[src/rtl/core/receive_admission_dedup_filter_core_assert.svh]
`ifndef RECEIVE_ADMISSION_DEDUP_FILTER_CORE_ASSERT_SVH
`define RECEIVE_ADMISSION_DEDUP_FILTER_CORE_ASSERT_SVH

// same-cycle implication check
`define RDF_ASSERT_SAME(label, clk, rst, ante, cons) \
   label: assert property (@(posedge clk) disable iff (rst) (ante) |-> (cons)) \
      else $error("rdf check failed");

// next-cycle implication check
`define RDF_ASSERT_NEXT(label, clk, rst, ante, cons) \
   label: assert property (@(posedge clk) disable iff (rst) (ante) |=> (cons)) \
      else $error("rdf check failed");

`endif

[src/rtl/core/rdf_pkg.sv]
package rdf_pkg;

   localparam int CacheEntries = 16;
   localparam int QueueDepth   = 16;

   localparam int MacW   = 48;
   localparam int SeqW   = 16;
   localparam int AckW   = 2;
   localparam int CountW = 5;

   localparam int CacheIdxW = (CacheEntries > 1) ? $clog2(CacheEntries) : 1;
   localparam int CacheCntW = $clog2(CacheEntries + 1);
   localparam int OccW      = $clog2(QueueDepth + 1);

   localparam logic [AckW-1:0] AckOk       = 2'd0;
   localparam logic [AckW-1:0] AckWrongDst = 2'd1;
   localparam logic [AckW-1:0] AckFull     = 2'd2;

   localparam logic CmdAdmit = 1'b0;
   localparam logic CmdPop   = 1'b1;

   typedef struct packed {
      logic            start;
      logic            wr_en;
      logic [MacW-1:0] src;
      logic [SeqW-1:0] seq;
   } cache_req_type;

   typedef struct packed {
      logic done;
      logic hit;
   } cache_sts_type;

endpackage

[src/rtl/core/rdf_cache.sv]
`include "receive_admission_dedup_filter_core_assert.svh"

module rdf_cache (
   input  logic                   clock,
   input  logic                   reset,
   input  rdf_pkg::cache_req_type cache_req,
   output rdf_pkg::cache_sts_type cache_sts
);
   import rdf_pkg::*;

   logic [MacW-1:0]         src_mem [CacheEntries];
   logic [SeqW-1:0]         seq_mem [CacheEntries];
   logic [CacheEntries-1:0] valid_ff;
   logic [CacheIdxW-1:0]    ptr_ff;
   logic                    busy_ff;
   logic [CacheCntW-1:0]    cnt_ff;
   logic [MacW-1:0]         rd_src_ff;
   logic [SeqW-1:0]         rd_seq_ff;
   logic                    rdv_ff;
   logic                    hit_ff;

   logic                    scan_rd;
   logic [CacheIdxW-1:0]    rd_idx;
   logic                    match;
   logic                    done;

   assign scan_rd = busy_ff && (cnt_ff < CacheCntW'(CacheEntries));
   assign rd_idx  = cnt_ff[CacheIdxW-1:0];
   assign match   = rdv_ff && (rd_src_ff == cache_req.src) && (rd_seq_ff == cache_req.seq);
   assign done    = busy_ff && (cnt_ff == CacheCntW'(CacheEntries));

   assign cache_sts.done = done;
   assign cache_sts.hit  = hit_ff | match;

   // pair storage, one write and one registered read per cycle
   always_ff @(posedge clock) begin
      if (cache_req.wr_en) begin
         src_mem[ptr_ff] <= cache_req.src;
         seq_mem[ptr_ff] <= cache_req.seq;
      end
      if (scan_rd) begin
         rd_src_ff <= src_mem[rd_idx];
         rd_seq_ff <= seq_mem[rd_idx];
      end
   end

   always_ff @(posedge clock) begin
      if (reset) begin
         valid_ff <= '0;
         ptr_ff   <= '0;
         busy_ff  <= 1'b0;
         cnt_ff   <= '0;
         rdv_ff   <= 1'b0;
         hit_ff   <= 1'b0;
      end else begin
         if (cache_req.start) begin
            busy_ff <= 1'b1;
            cnt_ff  <= '0;
            rdv_ff  <= 1'b0;
            hit_ff  <= 1'b0;
         end else if (busy_ff) begin
            rdv_ff <= scan_rd && valid_ff[rd_idx];
            hit_ff <= hit_ff | match;
            if (scan_rd) begin
               cnt_ff <= cnt_ff + CacheCntW'(1);
            end
            if (done) begin
               busy_ff <= 1'b0;
            end
         end
         if (cache_req.wr_en) begin
            valid_ff[ptr_ff] <= 1'b1;
            if (ptr_ff == CacheIdxW'(CacheEntries - 1)) begin
               ptr_ff <= '0;
            end else begin
               ptr_ff <= ptr_ff + CacheIdxW'(1);
            end
         end
      end
   end

   `RDF_ASSERT_SAME(a_start_when_idle, clock, reset, cache_req.start, !busy_ff)
   `RDF_ASSERT_SAME(a_write_at_scan_end, clock, reset, cache_req.wr_en, done)
   `RDF_ASSERT_NEXT(a_start_begins_scan, clock, reset, cache_req.start, busy_ff && cnt_ff == '0)
   `RDF_ASSERT_NEXT(a_done_ends_scan, clock, reset, done, !busy_ff)

endmodule

[src/rtl/core/receive_admission_dedup_filter_core.sv]
// pop and wrong-destination items: result valid in the cycle after the input transfer
// admitted frames: one cache entry read and compared per cycle, result valid after all
// CacheEntries entries have been read and compared
// one item at a time: no new request is taken until the response to the last one is accepted
// synchronous reset clears the cache valid marks, replace pointer, queue count and local_mac
`include "receive_admission_dedup_filter_core_assert.svh"

module receive_admission_dedup_filter_core (
   input  logic                         clock,
   input  logic                         reset,
   input  logic                         csr_valid,
   output logic                         csr_ready,
   input  logic [rdf_pkg::MacW-1:0]     csr_data,
   input  logic                         req_valid,
   output logic                         req_ready,
   input  logic                         req_cmd,
   input  logic [rdf_pkg::MacW-1:0]     req_dst_mac,
   input  logic [rdf_pkg::MacW-1:0]     req_src_mac,
   input  logic [rdf_pkg::SeqW-1:0]     req_seq,
   output logic                         rsp_valid,
   input  logic                         rsp_ready,
   output logic [rdf_pkg::AckW-1:0]     rsp_ack_code,
   output logic                         rsp_enqueued,
   output logic                         rsp_duplicate,
   output logic                         rsp_pop_valid,
   output logic [rdf_pkg::CountW-1:0]   rsp_queue_count
);
   import rdf_pkg::*;

   localparam logic [1:0] S_IDLE = 2'd0;
   localparam logic [1:0] S_SCAN = 2'd1;
   localparam logic [1:0] S_RESP = 2'd2;

   logic [1:0]      state_ff, state_in;
   logic [MacW-1:0] local_mac_ff;
   logic [OccW-1:0] occ_ff, occ_in;
   logic [MacW-1:0] src_ff;
   logic [SeqW-1:0] seq_ff;
   logic [AckW-1:0] ack_ff, ack_in;
   logic            enq_ff, enq_in;
   logic            dup_ff, dup_in;
   logic            popv_ff, popv_in;

   logic            req_xfer;
   cache_req_type   cache_req;
   cache_sts_type   cache_sts;

   assign csr_ready       = 1'b1;
   assign req_ready       = (state_ff == S_IDLE);
   assign req_xfer        = req_valid && req_ready;
   assign rsp_valid       = (state_ff == S_RESP);
   assign rsp_ack_code    = ack_ff;
   assign rsp_enqueued    = enq_ff;
   assign rsp_duplicate   = dup_ff;
   assign rsp_pop_valid   = popv_ff;
   assign rsp_queue_count = CountW'(occ_ff);

   rdf_cache u_cache (
      .clock     (clock),
      .reset     (reset),
      .cache_req (cache_req),
      .cache_sts (cache_sts)
   );

   always_comb begin
      state_in        = state_ff;
      occ_in          = occ_ff;
      ack_in          = ack_ff;
      enq_in          = enq_ff;
      dup_in          = dup_ff;
      popv_in         = popv_ff;
      cache_req.start = 1'b0;
      cache_req.wr_en = 1'b0;
      cache_req.src   = src_ff;
      cache_req.seq   = seq_ff;
      case (state_ff)
         S_IDLE: begin
            if (req_xfer) begin
               ack_in  = AckOk;
               enq_in  = 1'b0;
               dup_in  = 1'b0;
               popv_in = 1'b0;
               if (req_cmd == CmdPop) begin
                  if (occ_ff != '0) begin
                     occ_in  = occ_ff - OccW'(1);
                     popv_in = 1'b1;
                  end
                  state_in = S_RESP;
               end else if (req_dst_mac != local_mac_ff) begin
                  ack_in   = AckWrongDst;
                  state_in = S_RESP;
               end else begin
                  cache_req.start = 1'b1;
                  state_in        = S_SCAN;
               end
            end
         end
         S_SCAN: begin
            if (cache_sts.done) begin
               if (cache_sts.hit) begin
                  dup_in = 1'b1;
               end else if (occ_ff >= OccW'(QueueDepth)) begin
                  ack_in = AckFull;
               end else begin
                  occ_in          = occ_ff + OccW'(1);
                  enq_in          = 1'b1;
                  cache_req.wr_en = 1'b1;
               end
               state_in = S_RESP;
            end
         end
         S_RESP: begin
            if (rsp_ready) begin
               state_in = S_IDLE;
            end
         end
         default: begin
            state_in = S_IDLE;
         end
      endcase
   end

   always_ff @(posedge clock) begin
      if (reset) begin
         state_ff     <= S_IDLE;
         occ_ff       <= '0;
         local_mac_ff <= '0;
      end else begin
         state_ff <= state_in;
         occ_ff   <= occ_in;
         if (csr_valid && csr_ready) begin
            local_mac_ff <= csr_data;
         end
      end
   end

   always_ff @(posedge clock) begin
      ack_ff  <= ack_in;
      enq_ff  <= enq_in;
      dup_ff  <= dup_in;
      popv_ff <= popv_in;
      if (req_xfer) begin
         src_ff <= req_src_mac;
         seq_ff <= req_seq;
      end
   end

   `RDF_ASSERT_SAME(a_occ_bound, clock, reset, 1'b1, occ_ff <= OccW'(QueueDepth))
   `RDF_ASSERT_NEXT(a_done_gives_rsp, clock, reset, cache_sts.done, rsp_valid)
   `RDF_ASSERT_NEXT(a_one_item_at_a_time, clock, reset, req_xfer, !req_ready)

endmodule
[config.mk]
export PLATFORM = sky130hd
export DESIGN_NAME = receive_admission_dedup_filter_core
export DESIGN_NICKNAME = d
export VERILOG_FILES = /design/src/rtl/core/rdf_pkg.sv /design/src/rtl/core/rdf_cache.sv /design/src/rtl/core/receive_admission_dedup_filter_core.sv
export VERILOG_INCLUDE_DIRS = /design/src /design/src/rtl/core
export SDC_FILE = /design/constraint.sdc
export NUM_CORES = 1
export LEC_CHECK = 0
export BUFFER_PORTS_ARGS = -buffer_cell sky130_fd_sc_hd__buf_2
export CELL_PAD_IN_SITES_DETAIL_PLACEMENT = 0
export CELL_PAD_IN_SITES_GLOBAL_PLACEMENT = 1
export CORE_MARGIN = 8
export CORE_UTILIZATION = 51
export CTS_BUF_LIST = sky130_fd_sc_hd__clkbuf_8
export CTS_CLUSTER_SIZE = 28
export DETAILED_ROUTE_END_ITERATION = 10
export PLACE_DENSITY = 0.84
export REMOVE_ABC_BUFFERS = 1
export SETUP_SLACK_MARGIN = 0.4
export SLEW_MARGIN = 5
export SYNTH_ARGS = -nofsm -noshare
export SYNTH_HDL_FRONTEND = slang
export SYNTH_SLANG_ARGS = --single-unit
[constraint.sdc]
create_clock -name clock -period 4.1 [get_ports clock]
set_clock_uncertainty 0.05 [all_clocks]
set_input_delay 0.41 -clock clock [delete_from_list [all_inputs] [get_ports clock]]
set_output_delay 0.41 -clock clock [all_outputs]
set_load 0.03 [all_outputs]
# Word-level counts from Yosys, hierarchy flattened
# Memories as Yosys holds them, arrays and structs flattened. A register that Yosys moved wholly into a read port is not among the register bits.
# Cells that the tools add are included.
[word_totals]
latch_bits = 0
rom_bits = 0
n_memories = 2
out_inout_bits = 13
input_bits = 166
mem_bits_rw = 1024
reg_bits = 152
[mem_list]
columns = ["memory", "words", "word_bits", "read_ports", "rd_clocked_by_memory_dff", "write_ports", "line_no", "text"]
rows = [
  ["u_cache.src_mem", 16, 48, 1, 1, 1, "rdf_cache.sv:11", "logic [MacW-1:0] src_mem [CacheEntries];"],
  ["u_cache.seq_mem", 16, 16, 1, 1, 1, "rdf_cache.sv:12", "logic [SeqW-1:0] seq_mem [CacheEntries];"],
]
[classes]
addsub = 4
muxes = 47
div = 0
n_reduce_logical = 18
mul = 0
bitwise_logic = 2
n_lt_le_gt_ge = 5
shift = 0
eq_ne = 16
[ops]
columns = ["op", "count"]
rows = [
  ["$eq A48 B48 Y1", 1],
  ["$ne A48 B48 Y1", 1],
  ["$mux W5", 6],
  ["$mux W1", 24],
  ["$mux W2", 9],
  ["$eq A16 B16 Y1", 1],
  ["$or A16 B16 Y16", 1],
  ["$add A5 B1 Y5 const B", 2],
  ["$lt A4 B5 Y1 const B", 2],
  ["$ne A2 B1 Y1 const B", 5],
  ["$pmux W5 S2", 1],
  ["$reduce_and A5 Y1", 2],
  ["$ne A2 B2 Y1 const B", 4],
  ["$logic_and A1 B1 Y1", 7],
  ["$reduce_and A7 Y1", 1],
  ["$pmux W2 S3", 1],
  ["$eq A5 B5 Y1 const B", 1],
  ["$ge A5 B5 Y1 const B", 1],
  ["$lt A5 B5 Y1 const B", 1],
  ["$reduce_bool A5 Y1", 1],
  ["$sub A5 B1 Y5 const B", 1],
  ["$add A4 B1 Y4 const B", 1],
  ["$bmux W1 S4", 1],
  ["$demux W1 S4", 1],
  ["other kinds (14)", 16],
]

# Logic depth before layout (Yosys ltp)
[depth]
ltp_word = 9
ltp_mapped = 13

# Hierarchy
# Synthesis repeated with hierarchy kept, for this count alone.
[hier_totals]
hier_cells = 2099
area_unflattened_um2 = 47246.6
[modules_own_cells]
columns = ["module", "instances", "seq_area_each_um2", "cells_each", "area_each_um2"]
rows = [
  ["rdf_cache", 1, 33231.9, 1729, 42324.3],
  ["receive_admission_dedup_filter_core", 1, 3173.0, 370, 4922.2],
]

# Worst setup path after synthesis
# No wires, ideal clock.
[synth_path]
path_type = "reg-to-reg"
start = "register u_cache.cnt_ff[1]"
end = "memory u_cache.seq_mem[7][0], enable pin"
n_path_buf = 3
stages_incl_launch_ff = 12
path_slack_ps = 158
t_arrival_ps = 3462
required_ps = 3620
period_less_slack_ps = 3942
setup_ps = 430
path_cell_list = "dfxtp_1 clkbuf_1 buf_2 buf_1 inv_1 ha_1 nand2_1 nor3_2 nand2_1 nor4_2 o21a_4 and3_1"
[synth_between]
elab_chain_len = 6
[synth_lines]
columns = ["item", "line_no", "text"]
rows = [
  ["start, declared", "rdf_cache.sv:16", "logic [CacheCntW-1:0] cnt_ff;"],
  ["start signal, assigned", "rdf_cache.sv:65", "cnt_ff <= cnt_ff + CacheCntW'(1);"],
  ["$eq A5 B5 Y1", "rdf_cache.sv:30", "assign done = busy_ff && (cnt_ff == CacheCntW'(CacheEntries));"],
  ["$logic_and A1 B1 Y1", "rdf_cache.sv:30", ""],
  ["$mux W1", "receive_admission_dedup_filter_core.sv:99", "if (cache_sts.done) begin"],
  ["$mux W1", "receive_admission_dedup_filter_core.sv:76", "case (state_ff)"],
  ["$mux W1", "rdf_cache.sv:37", "if (cache_req.wr_en) begin"],
  ["$mux W1 (not written as such)", "rdf_cache.sv:39", "seq_mem[ptr_ff] <= cache_req.seq;"],
  ["end, declared", "rdf_cache.sv:12", ""],
]
# No other way between the ends.

# Worst setup path in the final report
[layout_path]
start = "register src_ff[27]"
end = "memory u_cache.seq_mem[2][15], enable pin"
[layout_between]
elab_chain_len = 9
[layout_lines]
columns = ["item", "line_no", "text"]
rows = [
  ["start, declared", "receive_admission_dedup_filter_core.sv:37", "logic [MacW-1:0] src_ff;"],
  ["start signal, assigned", "receive_admission_dedup_filter_core.sv:143", "src_ff <= req_src_mac;"],
  ["$eq A48 B48 Y1", "rdf_cache.sv:29", "assign match = rdv_ff && (rd_src_ff == cache_req.src) && (rd_seq_ff == cache_req.seq);"],
  ["$logic_and A1 B1 Y1 (2 in series)", "rdf_cache.sv:29", ""],
  ["$or A1 B1 Y1", "rdf_cache.sv:33", "assign cache_sts.hit = hit_ff | match;"],
  ["$mux W1", "receive_admission_dedup_filter_core.sv:100", "if (cache_sts.hit) begin"],
  ["$mux W1", "receive_admission_dedup_filter_core.sv:99", ""],
  ["$mux W1", "receive_admission_dedup_filter_core.sv:76", ""],
  ["$mux W1", "rdf_cache.sv:37", ""],
  ["$mux W1 (not written as such)", "rdf_cache.sv:39", ""],
]
# No other way between the ends.

==> out/qor.yml <==
status: "complete, no violations"
synth_top_area_share_pct: 73.85
worst_slew_pin_slew_ps: 999.0
slew_headroom_pct: 33.40
dp_hpwl_um: 54110
switching_share_pct: 21.50
power_w: 0.02382
overflow: 0
die-area_sq_um: 102200
stdcell_count: 3839
setup-tns-final_ps: 0
setup-violations-final: 0
syn_avg_cell_area_sq_um: 22.92
netlist_area_sq_um: 47050
slowest_delay_ps: 610
numCtsBuffers: 186
synth-seq-area-share_pct: 77.38
dr.pass1.iters: 5
cp-end-kind: "flop"
cts_htree_levels: 4
drv_slew: 0
synth.top_cells.by_area: "edfxtp_1 (74%), mux4_2 (16%), dfxtp_1 (3.5%)"
clock_tree.buffer_depth: 3
power.share.clock_pct: 38.6
die_height_um: 319.7
cp.arrival_ps: 3920
initialDrtViolationCount: 2335
p_comb_share_pct: 2.1
timing.final.crit_share_pct: 84.13
wire_per_inst_um: 25.99
cts_root_buf: "clkbuf_8"
drc_errors: 0
start_util_pct: 51.40
clock.fmax_mhz: 289.9
ios: 179
synth_top_family_by_area: "multiplexers"
path_clk_slew_ps: 60
place_congestion: 0.7576
track_usage_pct: 19.52
cts_tree: "yes"
p_per_area_nw_per_um2: 437.7
drtAntennaViolNets: 0
grt_pass1_vias: 24120
ys_seq_elements: 1240
routed_via_density: 5.896
yosys.area.top_type: "edfxtp_1"
design.core.area_sq_um: 91520
cts_setup_buffers: 0
post-route-min-period_ps: 3449
numClockSinks: 1240
synth_edf_count: 1157
synth-simple-area-share_pct: 1.867
switching_power_w: 0.005122
synth_fa_ha_area_share_pct: 0.3351
crit_required_ps: 4570
final-hold-violation-count: 0
cp_slowest_cell: "edfxtp_1"
power_frac_seq_pct: 59.2
vias: 22630
startpoint_type: "flop"
yosysWarningCount: 0
num-fill-cells: 6228
routed_wl_um: 99770
synthFlopType: "edfxtp_1"
clk_latency_ps: 840
rows: 111
io_buffers: 177
ir_drop_uv: 289.2
design_area_sq_um: 54420
postLayoutCoreUtil_pct: 59.46
nets: 2680
synth.area.mux_share_pct: 16.62
die_x_um: 319.7
grt_pass1_wl_um: 150600
async_reset_ff_share_pct: 0
p_int_w: 0.01870
synthToLayoutAreaGrowth_pct: 15.67
p_leak_nw: 17.53
post_dp_cell_area_sq_um: 49880
antenna_found_initial: 2
yosys.area_share.xor_xnor_pct: 2.122
critPathKind: "reg -> reg"
synthCells: 2053
grt_max_degree: 142
path_buf_inv: 2
hold_class: "in -> reg"
crit_family: "simple AND/OR/NAND/NOR gates"
ys_types: 55
synth_compound_area_share_pct: 0.7606
cap_violations: 0
rsz0062_at_grt: "no"
crit_chain: "xnor2_1 -> nand4_1 -> nor3_1 -> buf_4 -> nand4_2 -> o21a_4 -> and3_4 -> buf_12"
dpl.cell_count: 3385
worstPathMaxFanout: 48
drive_above_1_share_pct: 31.20
## power by group through the flow
stage	Clock, W	Combinational (W)	Sequential (W)
finish	0.00921	0.000503	0.0141
CTS	0.00940	0.000507	0.0141
global placement	0	0.000409	0.0144
floorplan	0	0.000184	0.0143
detailed placement	0	0.000418	0.0144
global route	0.00992	0.000549	0.0141
## cells in the mapped netlist (3+ instances only)
master / count
a21oi_1: 13
dfxtp_1: 83
buf_1: 15
mux4_2: 325
and3_1: 9
nand2b_1: 7
a21o_1: 3
clkbuf_1: 49
buf_2: 22
nand2_1: 13
edfxtp_1: 1157
nor2b_1: 9
and2_1: 3
xnor2_1: 51
nor3_1: 5
nor4_1: 17
buf_4: 3
xor2_1: 63
and3_4: 7
mux2i_1: 49
nor2_1: 62
nand4_1: 16
o21a_1: 17
inv_1: 10
ha_1: 11
## tightest hold or removal path, delay by kind of cell
kind | cells | cell delay (ps)
mux | 1 | 180
buf+inv | 1 | 270
simple gates | 1 | 70
## state kept, by name, summed over array words and instances, names as in the netlist
| name | count |
|---|---|
| u_cache.src_mem | 768 |
| u_cache.seq_mem | 256 |
| local_mac_ff | 48 |
| src_ff | 48 |
| u_cache.rd_src_ff | 48 |
| seq_ff | 16 |
| u_cache.rd_seq_ff | 16 |
| u_cache.valid_ff | 16 |
| rsp_queue_count | 5 |
| u_cache.cnt_ff | 5 |
| u_cache.ptr_ff | 4 |
| rsp_ack_code | 2 |
| state_ff | 2 |
| rsp_duplicate | 1 |
| rsp_enqueued | 1 |
| rsp_pop_valid | 1 |
| u_cache.busy_ff | 1 |
| u_cache.hit_ff | 1 |
| u_cache.rdv_ff | 1 |
## metrics by stage
| stage | hold slack (ps) | worst slack [ps] |
|---|---|---|
| finish | 114.8 | 650.7 |
| global route | 92.18 | 512.1 |
| CTS | 27.58 | 647.1 |
| detailed placement | 402.1 | 638.0 |
| global placement | 391.8 | 759.2 |
| floorplan | 385.4 | -8883 |
## cells in the final DEF, fill, tap and decap left out, types with 8 or more instances in the layout
cell type,count
buf_12,27
nor2b_1,8
clkbuf_8,189
ha_1,11
o21a_1,17
mux4_2,325
dfxtp_1,79
clkinv_2,25
nor2_1,62
xnor2_1,51
edfxtp_1,1157
a21oi_1,13
dlygate4sd3_1,115
buf_2,177
buf_4,32
and3_4,16
mux2i_1,49
xor2_1,63
inv_1,69
nand4_1,16
nand2_1,13
nor4_1,17
clkinv_1,45
## kinds of logic (layout without fill, tap and decap cells)
group           count (synthesis)  count (layout)
compound gates                 50              50
xor+xnor                      114             114
fa+ha+maj                      12              12
buf+inv                       101             699
flops                        1240            1240
mux                           375             375
other cells                     1               3
simple gates                  160             160
## what timing repair did
| action | 4_1_cts | 5_1_grt |
|---|---|---|
| hold endpoints to repair | 117 | 0 |
| hold buffers | 115 | 0 |
| gates resized for setup | 0 | 0 |
## worst paths after layout
| kind | depth (start not counted) | from | end | slack, ps |
|---|---|---|---|---|
| setup / recovery | 8 | src_ff[27]$_DFFE_PP_ | u_cache.seq_mem[2][15]$_DFFE_PP_ | 650 |
| hold / removal | 3 | csr_valid | local_mac_ff[5]$_SDFFE_PP0P_ | 110 |
| setup reg to reg | 8 | src_ff[27]$_DFFE_PP_ | u_cache.seq_mem[2][15]$_DFFE_PP_ | 650 |
| hold reg to reg | 1 | u_cache.valid_ff[2]$_SDFFE_PP0P_ | u_cache.valid_ff[2]$_SDFFE_PP0P_ | 420 |
## cell type report
| cell class | instances | area (sq um) | share of cell area, % |
|---|---|---|---|
| sequential | 1240 | 36420 | 66.92 |
| multi-input combinational | 712 | 10270 | 18.88 |
| timing repair buffer | 351 | 2818 | 5.177 |
| clock buffer | 189 | 2601 | 4.780 |
| tap | 1186 | 1484 | 2.727 |
| clock inverter | 148 | 780.7 | 1.435 |
| inverter | 11 | 41.29 | 0.07587 |
| antenna | 2 | 5.005 | 0.009196 |
## metal layers
| metal | wire (um) | vias up | GRT usage [%] |
|---|---|---|---|
| li1 | - | 9516 | - |
| met1 | 39600 | 11810 | 26.42 |
| met2 | 49740 | 1141 | 32.02 |
| met3 | 8328 | 172 | 4.395 |
| met4 | 2106 | 0 | 5.702 |
| met5 | 0 | - | 0 |
No activity file was read; power rests on OpenSTA's default activity.
